## src/rtl/core/srkt_pkg.sv

```systemverilog
// ----------------------------------------------------------------------------
// srkt_pkg: shared definitions for the sorted reference-counted key table
// Widths, operation and status codes, controller states and the command and
// status structs that join the controller and the datapath.
// ----------------------------------------------------------------------------
package srkt_pkg;

  localparam int TABLE_DEPTH = 256;
  localparam int IDX_W       = $clog2(TABLE_DEPTH);
  localparam int CNT_W       = $clog2(TABLE_DEPTH + 1);

  localparam int FUNC_W  = 2;
  localparam int KEY_W   = 16;
  localparam int HND_W   = 32;
  localparam int REF_W   = 16;
  localparam int STAT_W  = 3;
  localparam int USED_W  = 9;
  localparam int ENTRY_W = KEY_W + HND_W + REF_W;

  typedef enum logic [FUNC_W-1:0] {
    FN_INSERT = 2'd0,
    FN_REMOVE = 2'd1,
    FN_LOOKUP = 2'd2,
    FN_NONE   = 2'd3
  } func_e;

  typedef enum logic [STAT_W-1:0] {
    ST_INSERTED  = 3'd0,
    ST_RAISED    = 3'd1,
    ST_FULL      = 3'd2,
    ST_REMOVED   = 3'd3,
    ST_NOT_FOUND = 3'd4,
    ST_FOUND     = 3'd5
  } status_e;

  typedef enum logic [3:0] {
    S_IDLE,
    S_SCAN_RD,
    S_SCAN_CHK,
    S_INS_RD,
    S_INS_WR,
    S_INS_NEW,
    S_RAISE_WR,
    S_DEL_RD,
    S_DEL_WR,
    S_FINISH
  } state_e;

  typedef enum logic [1:0] {
    AS_POS,
    AS_J,
    AS_JM1
  } addr_sel_e;

  typedef enum logic [1:0] {
    WD_MOVE,
    WD_NEW,
    WD_RAISE
  } wdata_sel_e;

  typedef struct packed {
    logic [KEY_W-1:0] key;
    logic [HND_W-1:0] handle;
    logic [REF_W-1:0] refs;
  } entry_t;

  typedef struct packed {
    logic       load_item;
    logic       pos_clr;
    logic       pos_inc;
    logic       j_from_cnt;
    logic       j_from_pos;
    logic       j_dec;
    logic       j_inc;
    logic       ram_re;
    logic       ram_we;
    addr_sel_e  addr_sel;
    wdata_sel_e wd_sel;
    logic       cnt_inc;
    logic       cnt_dec;
    logic       stat_set;
    status_e    stat_val;
    logic       res_load;
  } ctrl_cmd_t;

  typedef struct packed {
    func_e func;
    logic  scan_end;
    logic  key_lt;
    logic  key_eq;
    logic  full;
    logic  j_gt_pos;
    logic  j_lt_cnt;
    logic  rsp_busy;
  } ctrl_stat_t;

  function automatic logic [REF_W-1:0] ref_sat_inc(input logic [REF_W-1:0] r);
    ref_sat_inc = (r == {REF_W{1'b1}}) ? r : r + REF_W'(1);
  endfunction

endpackage

```

## src/rtl/core/srkt_ctrl.sv

```systemverilog
// ----------------------------------------------------------------------------
// srkt_ctrl: operation sequencer
// Walks the scan, shift and result steps of each operation and issues
// datapath commands from the datapath status flags.
// ----------------------------------------------------------------------------
module srkt_ctrl (
  input  logic                 clk_i,
  input  logic                 rst_ni,
  input  logic                 req_valid_i,
  output logic                 req_ready_o,
  input  srkt_pkg::ctrl_stat_t stat_i,
  output srkt_pkg::ctrl_cmd_t  cmd_o
);

  srkt_pkg::state_e state_q, state_d;

  always_ff @(posedge clk_i or negedge rst_ni) begin
    if (!rst_ni) begin
      state_q <= srkt_pkg::S_IDLE;
    end else begin
      state_q <= state_d;
    end
  end

  // next state
  always_comb begin
    state_d = state_q;
    unique case (state_q)
      srkt_pkg::S_IDLE: begin
        if (req_valid_i) state_d = srkt_pkg::S_SCAN_RD;
      end
      srkt_pkg::S_SCAN_RD: begin
        if (stat_i.func == srkt_pkg::FN_NONE) begin
          state_d = srkt_pkg::S_FINISH;
        end else if (stat_i.scan_end) begin
          if (stat_i.func == srkt_pkg::FN_INSERT && !stat_i.full) state_d = srkt_pkg::S_INS_RD;
          else state_d = srkt_pkg::S_FINISH;
        end else begin
          state_d = srkt_pkg::S_SCAN_CHK;
        end
      end
      srkt_pkg::S_SCAN_CHK: begin
        priority if (stat_i.key_lt) begin
          state_d = srkt_pkg::S_SCAN_RD;
        end else if (stat_i.key_eq) begin
          unique case (stat_i.func)
            srkt_pkg::FN_INSERT: state_d = srkt_pkg::S_RAISE_WR;
            srkt_pkg::FN_REMOVE: state_d = srkt_pkg::S_DEL_RD;
            default:             state_d = srkt_pkg::S_FINISH;
          endcase
        end else begin
          if (stat_i.func == srkt_pkg::FN_INSERT && !stat_i.full) state_d = srkt_pkg::S_INS_RD;
          else state_d = srkt_pkg::S_FINISH;
        end
      end
      srkt_pkg::S_INS_RD: begin
        state_d = stat_i.j_gt_pos ? srkt_pkg::S_INS_WR : srkt_pkg::S_INS_NEW;
      end
      srkt_pkg::S_INS_WR:   state_d = srkt_pkg::S_INS_RD;
      srkt_pkg::S_INS_NEW:  state_d = srkt_pkg::S_FINISH;
      srkt_pkg::S_RAISE_WR: state_d = srkt_pkg::S_FINISH;
      srkt_pkg::S_DEL_RD: begin
        state_d = stat_i.j_lt_cnt ? srkt_pkg::S_DEL_WR : srkt_pkg::S_FINISH;
      end
      srkt_pkg::S_DEL_WR:   state_d = srkt_pkg::S_DEL_RD;
      srkt_pkg::S_FINISH: begin
        if (!stat_i.rsp_busy) state_d = srkt_pkg::S_IDLE;
      end
      default: state_d = srkt_pkg::S_IDLE;
    endcase
  end

  // outputs
  always_comb begin
    cmd_o          = '0;
    cmd_o.addr_sel = srkt_pkg::AS_POS;
    cmd_o.wd_sel   = srkt_pkg::WD_MOVE;
    cmd_o.stat_val = srkt_pkg::ST_NOT_FOUND;
    req_ready_o    = 1'b0;
    unique case (state_q)
      srkt_pkg::S_IDLE: begin
        req_ready_o     = 1'b1;
        cmd_o.load_item = req_valid_i;
        cmd_o.pos_clr   = req_valid_i;
      end
      srkt_pkg::S_SCAN_RD: begin
        if (stat_i.func == srkt_pkg::FN_NONE) begin
          cmd_o.stat_set = 1'b1;
        end else if (stat_i.scan_end) begin
          if (stat_i.func == srkt_pkg::FN_INSERT) begin
            if (stat_i.full) begin
              cmd_o.stat_set = 1'b1;
              cmd_o.stat_val = srkt_pkg::ST_FULL;
            end else begin
              cmd_o.j_from_cnt = 1'b1;
            end
          end else begin
            cmd_o.stat_set = 1'b1;
          end
        end else begin
          cmd_o.ram_re   = 1'b1;
          cmd_o.addr_sel = srkt_pkg::AS_POS;
        end
      end
      srkt_pkg::S_SCAN_CHK: begin
        priority if (stat_i.key_lt) begin
          cmd_o.pos_inc = 1'b1;
        end else if (stat_i.key_eq) begin
          unique case (stat_i.func)
            srkt_pkg::FN_INSERT: ;
            srkt_pkg::FN_REMOVE: cmd_o.j_from_pos = 1'b1;
            default: begin
              cmd_o.stat_set = 1'b1;
              cmd_o.stat_val = srkt_pkg::ST_FOUND;
            end
          endcase
        end else begin
          if (stat_i.func == srkt_pkg::FN_INSERT) begin
            if (stat_i.full) begin
              cmd_o.stat_set = 1'b1;
              cmd_o.stat_val = srkt_pkg::ST_FULL;
            end else begin
              cmd_o.j_from_cnt = 1'b1;
            end
          end else begin
            cmd_o.stat_set = 1'b1;
          end
        end
      end
      srkt_pkg::S_INS_RD: begin
        if (stat_i.j_gt_pos) begin
          cmd_o.ram_re   = 1'b1;
          cmd_o.addr_sel = srkt_pkg::AS_JM1;
        end
      end
      srkt_pkg::S_INS_WR: begin
        cmd_o.ram_we   = 1'b1;
        cmd_o.addr_sel = srkt_pkg::AS_J;
        cmd_o.wd_sel   = srkt_pkg::WD_MOVE;
        cmd_o.j_dec    = 1'b1;
      end
      srkt_pkg::S_INS_NEW: begin
        cmd_o.ram_we   = 1'b1;
        cmd_o.addr_sel = srkt_pkg::AS_POS;
        cmd_o.wd_sel   = srkt_pkg::WD_NEW;
        cmd_o.cnt_inc  = 1'b1;
        cmd_o.stat_set = 1'b1;
        cmd_o.stat_val = srkt_pkg::ST_INSERTED;
      end
      srkt_pkg::S_RAISE_WR: begin
        cmd_o.ram_we   = 1'b1;
        cmd_o.addr_sel = srkt_pkg::AS_POS;
        cmd_o.wd_sel   = srkt_pkg::WD_RAISE;
        cmd_o.stat_set = 1'b1;
        cmd_o.stat_val = srkt_pkg::ST_RAISED;
      end
      srkt_pkg::S_DEL_RD: begin
        if (stat_i.j_lt_cnt) begin
          cmd_o.ram_re   = 1'b1;
          cmd_o.addr_sel = srkt_pkg::AS_J;
        end else begin
          cmd_o.cnt_dec  = 1'b1;
          cmd_o.stat_set = 1'b1;
          cmd_o.stat_val = srkt_pkg::ST_REMOVED;
        end
      end
      srkt_pkg::S_DEL_WR: begin
        cmd_o.ram_we   = 1'b1;
        cmd_o.addr_sel = srkt_pkg::AS_JM1;
        cmd_o.wd_sel   = srkt_pkg::WD_MOVE;
        cmd_o.j_inc    = 1'b1;
      end
      srkt_pkg::S_FINISH: begin
        cmd_o.res_load = !stat_i.rsp_busy;
      end
      default: ;
    endcase
  end

endmodule

```

## config.mk

```make
export PLATFORM = sky130hd
export DESIGN_NAME = srkt_ctrl
export DESIGN_NICKNAME = d
export VERILOG_FILES = /design/src/rtl/core/srkt_pkg.sv /design/src/rtl/core/srkt_ctrl.sv
export SDC_FILE = /design/constraint.sdc
export NUM_CORES = 1
export LEC_CHECK = 0
export ABC_AREA = 1
export ABC_CLOCK_PERIOD_IN_PS = 3700
export BUFFER_PORTS_ARGS = -buffer_cell sky130_fd_sc_hd__buf_4
export CORE_MARGIN = 1
export CORE_UTILIZATION = 38
export CTS_BUF_LIST = sky130_fd_sc_hd__clkbuf_16
export CTS_CLUSTER_SIZE = 14
export DETAILED_ROUTE_END_ITERATION = 6
export PLACE_DENSITY_LB_ADDON = 0.2
export SLEW_MARGIN = 20
export SYNTH_ARGS = -nofsm -noshare
export SYNTH_HDL_FRONTEND = slang
export SYNTH_SLANG_ARGS = --single-unit
```

## constraint.sdc

```tcl
create_clock -name clk_i -period 3.7 [get_ports clk_i]
set_clock_uncertainty 0.1 [all_clocks]
set_input_delay 0.37 -clock clk_i [delete_from_list [all_inputs] [get_ports clk_i]]
set_output_delay 0.37 -clock clk_i [all_outputs]
set_load 0.05 [all_outputs]
```

Word-level counts from Yosys, hierarchy flattened:

Cells that the tools add are included.

* flip-flop bits (word level): 4
* input bits: 12
* output and inout bits: 21
* logic and storage cells: 74

* equal/unequal tests: 13
* multiplexer cells: 51
* reduce and logical (&&, ||, !) cells: 9

Operators by type and width (count)
* two-way mux 4 bit: 12
* one-hot mux 4 bit (9 select lines): 1
* two-way mux 1 bit: 26
* one-hot mux 4 bit (5 select lines): 1
* == test 4 x 3 -> 1 bit, second input constant: 4
* == test 4 x 2 -> 1 bit, second input constant: 2
* == test 4 bit, second input constant: 2
* one-hot mux 2 bit (4 select lines): 1
* one-hot mux 4 bit (2 select lines): 1
* two-way mux 2 bit: 3
* two-way mux 3 bit: 2
* two-way mux 5 bit: 1
* == test 4 x 1 -> 1 bit, second input constant: 1
* logical NOT 4 bit: 1
* inequality test 2 bit, second input constant: 2
* one-hot mux 2 bit (2 select lines): 1
* OR reduction 2 bit: 2
* OR reduction 4 bit: 1
* one-hot mux 1 bit (3 select lines): 1
* == test 2 x 1 -> 1 bit, second input constant: 1
* == test 2 bit, second input constant: 1
* logical NOT 1 bit: 2
* logical NOT 2 bit: 1
* one-hot mux 1 bit (2 select lines): 1
* 2 further kinds: 2

Longest topological paths before layout:

Gate-level depths: netlist (run 1).

* depth in word-level cells: 6
* depth in mapped cells: 9
* mapped depth without buffers: 9

Least setup slack after synthesis (run 1):

Ideal clock, no wire load.

* path type: register -> output
* start point: reg state_q[1]
* end point: out cmd_o[0] in the netlist's numbering
* arrival time: 2059 ps
* data required time: 3230 ps
* setup slack: 1171 ps
* cell stages (with the launch flop): 4
* buffers on the path: 0
* cell sequence: dfrtp_1 > nor2_2 > inv_1 > nor4_1

RTL lines
* start: declaration: line srkt_ctrl.sv:15 `srkt_pkg::state_e state_q, state_d;`
* start signal: assignment: line srkt_ctrl.sv:19 `state_q <= srkt_pkg::S_IDLE;`
* start signal: assignment: line srkt_ctrl.sv:21 `state_q <= state_d;`
* end: declaration: line srkt_ctrl.sv:12 `output srkt_pkg::ctrl_cmd_t cmd_o`

==> results.py, run 1 <==
metrics = {
    "clocking": {
        "cts.sinks": 4,
        "clkTransAtPathRegs_ps": 30,
        "cts_buffers": 3,
        "clkLatencyLatePin_ps": 220,
        "clockRootBuffer": "clkbuf_16",
        "max-clock-path-buffers": 2,
        "cts_tree": "yes",
        "ctsHtreeMaxLevel": 1,
    },
    "global_route": {
        "grtUsageTotal_pct": 24.9,
        "grt_pass1_wl_um": 2670,
        "grt_max_degree": 8,
        "antenna_found_initial": 0,
        "grt-ovfl-total": 0,
        "grt_pass1_vias": 680,
    },
    "worst_setup_path": {
        "rr_startpoint": "state_q[1]",
        "r2r_end": "state_q[0]",
        "reg2regPathDepth": 6,
        "cp.arrival_ps": 1580,
        "crit_type": "reg -> out",
        "critPathMaxFanout": 5,
        "endpoint_kind": "output port",
        "r2r_slack_ps": 2370,
        "cp-start-kind": "flop",
        "crit_required_ps": 3230,
        "setup.worst_path.end": "cmd_o[2]",
        "crit_path_start": "state_q[0]",
    },
    "sta": {
        "period_needed_ps": 2050,
        "rsz0062_at_grt": "false",
        "slew_headroom_pct": 74.3,
        "finalSetupViolCount": 0,
        "fmax_ghz": 0.488,
        "finalHoldViolCount": 0,
        "setup_ws_ps": 1650,
        "slew_viol_final": 0,
        "worst_pin_slew_ps": 383,
        "timing.final.crit_share_pct": 55.4,
        "setup-tns-final_ps": 0,
    },
    "placement": {
        "hpwlAfterDp_um": 1410,
        "dpl_cell_area_um2": 803,
        "port_buffers": 32,
        "dp_slack_ps": 1880,
        "routabilityCongestion": 0.904,
    },
    "drt": {
        "drt_first_pass_iters": 4,
        "routedWlPerCell_um": 12.0,
        "via_per_inst": 5.07,
        "drc": 0,
        "drt_wl_total_um": 1830,
        "vias": 770,
        "drt_iter0_drc": 42,
        "drtAntennaViolNets": 0,
    },
    "floorplan": {
        "dieWidth_um": 40.4,
        "initial_core_util_pct": 41.9,
        "die_area_mm2": 0.00163,
        "io-pin-count": 33,
        "core_area_mm2": 0.00133,
        "rows": 13,
        "die_height_um": 40.4,
    },
    "run": {
        "maxCapViolations": 0,
    },
    "status": {
        "status": "finished, final reports clean",
    },
    "synth": {
        "synthesis.instances": 103,
        "synth_area_um2": 559,
        "ys_ff_latch": 4,
        "avgSynthCellArea_um2": 5.43,
        "syn-num-nets": 115,
        "synth_warnings": 0,
        "ys_types": 20,
        "seq_area_frac_synth_pct": 17.9,
    },
    "cells_and_area": {
        "regMostFlops": "state_q",
        "final_area_um2": 888,
        "diodes": 0,
        "drive_gt1_share_pct": 35.0,
        "fin_nets": 151,
        "syn2layout_area_growth_pct": 58.8,
        "largestRegisters": "state_q: 4 flops",
        "largest_register_ffs": 4,
    },
    "pwr": {
        "powerDensity_mw_per_mm2": 931,
        "p_leak_nw": 0.548,
        "p_total_w": 0.000827,
        "irDropWorstVdd_uv": 618,
    },
    "hold_path": {
        "hold_class": "in -> reg",
    },
}
placed cells by master, fill, tap and decap left out, drive strengths merged, types with 2 or more instances in the layout:
cell type	n
nand2	28
dfrtp	4
clkbuf	3
nand3	7
nor2	24
o21ai	7
nand4	2
inv	22
nand3b	2
buf	32
critical path, stage by stage (launching register included):
cell	delay [ps]
dfrtp_1	390
inv_1	100
nand2_1	110
nor2_4	200
nand2_4	90
o22ai_2	130
nand2_1	80
nand2_1	60
buf_4	190
worst min-delay path by stage:
stage | startpoint | end | depth (start not counted)
floorplan | rst_ni | state_q[0] | 0
global placement | rst_ni | state_q[0] | 1
detailed placement | rst_ni | state_q[2] | 1
CTS | stat_i[4] | state_q[2] | 3
global route | rst_ni | state_q[2] | 2
finish | stat_i[4] | state_q[2] | 3
logic make-up (layout without fill, tap and decap cells):
group                  count (synthesis)  count (layout)  synth area share (%)
AND/OR/NAND/NOR                       65              65                  53.5
flip-flops                             4               4                  17.9
buffers and inverters                 24              58                  17.4
AO/OA/AOI/OAI                         10              10                  11.2
power breakdown:
group	internal (W)	total (W)	switching [W]
clock network	0.000138	0.000164	0.0000265
logic	0.000162	0.000577	0.000415
registers	0.0000624	0.0000857	0.0000233
total	0.000362	0.000827	0.000465
metal layers:
| metal | vias to the layer above | track usage, % | wire length, um |
|---|---|---|---|
| met4 | 0 | 12.5 | 0 |
| met3 | 0 | 6.67 | 96 |
| met1 | 356 | 28.8 | 814 |
| met2 | 28 | 41.7 | 914 |
| met5 | - | 0 | 0 |
| li1 | 386 | - | - |
cell type report:
class	instances	area [um^2]
flip-flops and latches	4	100
inverters	22	82.6
fillers	139	445
clock buffers	3	75.1
well taps	15	18.8
multi-input cells	75	362
repair buffers	33	250
what timing repair did:
item                       in CTS  in global routing
setup endpoints to repair       0                  0
resized for setup               0                  0
buffers inserted                0                  0
hold buffers                    1                  0
hold endpoints to repair        4                  0
stage by stage:
step,util [%],instances,hold slack (ps)
floorplan,-,103,-25.6
global placement,60.2,148,66.6
detailed placement,60.2,148,66.2
CTS,66.6,152,379
global route,66.6,152,413
finish,66.6,152,373
cells in the mapped netlist:
master	count	share of area [%]
o21ai_0	6	5.4
nand2_1	24	16
o22ai_2	1	2.2
o211ai_1	1	1.3
inv_2	4	2.7
nand2_2	3	3.4
nor2_1	20	13
nor2_4	1	2.0
nor2_2	3	3.4
inv_1	18	12
nor4_1	1	1.1
nand3_1	7	6.3
nand3b_1	2	2.7
o21ai_1	1	0.89
dfrtp_1	4	18
o31ai_1	1	1.3
nand4_1	2	2.2
buf_4	2	2.7
nand2_4	1	2.0
nor3_1	1	0.89
No activity file was read; power rests on OpenSTA's default activity.
==> inputs of run 2 (changes only) <==
--- a/config.mk
+++ b/config.mk
@@ -5,8 +5,8 @@
 export SDC_FILE = /design/constraint.sdc
 export NUM_CORES = 1
 export LEC_CHECK = 0
-export ABC_AREA = 1
-export ABC_CLOCK_PERIOD_IN_PS = 3700
+export ABC_AREA = 0
+export ABC_CLOCK_PERIOD_IN_PS = 2000
 export BUFFER_PORTS_ARGS = -buffer_cell sky130_fd_sc_hd__buf_4
 export CORE_MARGIN = 1
 export CORE_UTILIZATION = 38
==> constraint.sdc (replaced) <==
create_clock -name clk_i -period 2 [get_ports clk_i]
set_clock_uncertainty 0.1 [all_clocks]
set_input_delay 0.2 -clock clk_i [delete_from_list [all_inputs] [get_ports clk_i]]
set_output_delay 0.2 -clock clk_i [all_outputs]
set_load 0.05 [all_outputs]
==> run 2 against run 1 <==
  * Global-route usage shrank 0.19 points
  * Final cell count grew 2.6%
  * Sequential share of layout area shrank 2.1 points
  * Register-to-register slack lost 2100 ps
  * Utilization shrank 2.8 points
  * Wire length grew 26%
==> results.py, run 2 <==
metrics = {
    "clocking": {
        "post_cts_buffers": 0,
        "clockRootBuffer": "clkbuf_16",
        "clkLatencyLatePin_ps": 230,
        "clkTransAtPathRegs_ps": 40,
        "cts.sinks": 4,
        "cts_buffers": 3,
        "max-clock-path-buffers": 2,
        "cts_tree": "yes",
        "ctsHtreeMaxLevel": 1,
    },
    "placement": {
        "dpl_cell_area_um2": 983,
        "hpwlAfterDp_um": 1630,
        "port_buffers": 32,
        "placedCellCount": 152,
        "routabilityCongestion": 0.836,
    },
    "global_route": {
        "grt_max_degree": 18,
        "grt_pass1_vias": 782,
        "grt_pass1_wl_um": 3560,
        "antenna_found_initial": 0,
        "grtUsageTotal_pct": 24.7,
        "grt-ovfl-total": 0,
    },
    "cells_and_area": {
        "final_cells": 156,
        "mostFrequentLayoutCell": "buf_4",
        "final_area_mm2": 0.00109,
        "drive_gt1_share_pct": 45.0,
        "layout_common_cells": "37 x buf_4, 13 x nor2_1, 8 x nand2_1",
        "utilization_pct": 63.8,
        "syn2layout_area_growth_pct": 57.8,
        "regMostFlops": "state_q",
        "largestRegisters": "state_q: 4 flops",
        "diodes": 0,
        "fin_nets": 145,
        "largest_register_ffs": 4,
    },
    "synth": {
        "synthTopCellsByCount": "14 x nor2_1, 8 x nand2_1, 6 x a21oi_1, 6 x buf_4, 5 x nor2b_1",
        "ys_ff_latch": 4,
        "synth_warnings": 0,
        "synth_async_sr_flop_share_pct": 100,
        "ys_types": 41,
        "synth_top_cell_by_area": "dfrtp_1",
        "syn-num-nets": 110,
        "seq_area_frac_synth_pct": 14.5,
        "synthFlopType": "dfrtp_1",
        "synth-edff-count": 0,
        "synth_area_um2": 691,
        "synthMostInstantiatedCell": "nor2_1",
        "synth.top_cell.area_share_pct": 14.5,
        "synthesis.instances": 98,
        "synth_area_leaders": "dfrtp_1 14%, nor2_1 7.6%, buf_4 6.5%",
        "avgSynthCellArea_um2": 7.05,
    },
    "drt": {
        "drc": 0,
        "drtAntennaViolNets": 0,
        "drt_iter0_drc": 27,
        "drt_first_pass_iters": 4,
        "drt_wl_total_um": 2300,
        "vias": 907,
        "routedWlPerCell_um": 14.7,
        "via_per_inst": 5.81,
    },
    "worst_setup_path": {
        "reg2regPathDepth": 5,
        "crit_type": "reg -> out",
        "critPathMaxFanout": 4,
        "r2r_slack_ps": 270,
        "cp-start-kind": "flop",
        "r2r_end": "state_q[0]",
        "endpoint_kind": "output port",
        "setup.worst_path.end": "cmd_o[15]",
        "crit_path_start": "state_q[0]",
        "rr_startpoint": "state_q[0]",
        "crit_required_ps": 1700,
        "cp.arrival_ps": 1640,
    },
    "pwr": {
        "irDropWorstVdd_uv": 1000,
        "p_total_w": 0.00179,
        "p_leak_nw": 0.490,
        "powerDensity_mw_per_mm2": 1640,
    },
    "sta": {
        "finalHoldViolCount": 0,
        "timing.hold.ws_ps": 205,
        "slew_viol_final": 0,
        "rsz0062_at_grt": "true",
        "finalSetupViolCount": 0,
        "timing.final.crit_share_pct": 97.2,
        "worst_pin_slew_ps": 272,
        "fmax_ghz": 0.515,
        "slew_headroom_pct": 81.8,
        "period_needed_ps": 1940,
    },
    "status": {
        "status": "finished, final reports clean",
    },
    "floorplan": {
        "io-pin-count": 33,
        "core_area_mm2": 0.00171,
        "rows": 15,
        "dieWidth_um": 44.6,
        "initial_core_util_pct": 40.4,
        "die_area_mm2": 0.00199,
        "die_height_um": 44.6,
    },
    "run": {
        "maxCapViolations": 0,
    },
    "hold_path": {
        "hold_class": "in -> async",
    },
}
## run 2: cell count changes after synthesis, moves of 3 or more
cell / previous run / this run
nand3_1: 7 / 1
nor2_2: 3 / 0
nand2b_1: 0 / 3
nor3_1: 1 / 4
nor2_1: 20 / 14
buf_2: 0 / 4
inv_2: 4 / 1
nand2_1: 24 / 8
nor2b_1: 0 / 5
a21oi_1: 0 / 6
nand2_2: 3 / 0
nor3b_1: 0 / 3
inv_1: 18 / 1
buf_4: 2 / 6
## run 2: layer usage
| layer | GRT usage [%] | vias up | routed length, um |
|---|---|---|---|
| met2 | 36.8 | 37 | 1120 |
| met5 | 0 | - | 0 |
| li1 | - | 420 | - |
| met4 | 9.70 | 0 | 23 |
| met3 | 8.16 | 2 | 158 |
| met1 | 32.9 | 448 | 998 |
## run 2: through the flow
stage	setup TNS [ps]	setup slack, ps
after floorplan	-289	-151
after global placement	0	290
after detailed placement	0	291
after CTS	0	39.5
after global routing	-3.71	-3.71
final	0	56.9
## run 2: layout make-up
| type | instances | area (um^2) |
|---|---|---|
| clock buffers | 3 | 75.1 |
| fillers | 165 | 618 |
| inverters | 2 | 7.51 |
| multi-input cells | 81 | 554 |
| flip-flops and latches | 4 | 100 |
| well taps | 25 | 31.3 |
| repair buffers | 41 | 322 |
## run 2: cells by family after synthesis
logic type	share of synthesized area [%]
flip-flops	14.5
AND/OR/NAND/NOR	43.8
AO/OA/AOI/OAI	29.5
buffers and inverters	12.1
## run 2: power by group
| part | total [W] | internal (W) | switching [W] |
|---|---|---|---|
| sequential | 0.000146 | 0.000116 | 0.0000306 |
| clock | 0.000319 | 0.000256 | 0.0000633 |
| combinational | 0.00132 | 0.000477 | 0.000847 |
| total | 0.00179 | 0.000849 | 0.000941 |
## run 2: worst min path at each step
stage | from | to | slack (ps) | depth (start not counted)
2_1_floorplan | rst_ni | state_q[0] | -200 | 0
3_3_place_gp | rst_ni | state_q[2] | -100 | 1
3_5_place_dp | rst_ni | state_q[3] | -100 | 1
4_1_cts | stat_i[0] | state_q[3] | 200 | 3
5_1_grt | stat_i[0] | state_q[3] | 220 | 3
6_report | rst_ni | state_q[3] | 210 | 2
## run 2: timing repair
action	4_1_cts	5_1_grt
resized for setup	0	6
hold buffers	1	0
hold endpoints to repair	4	0
endpoints found under the setup margin	0	4
## run 2: worst max-delay path: stages, from the launching register on
cell     delay, ps
dfrtp_1        410
or2b_1         270
or3_4          390
nor3_4         170
buf_6          180
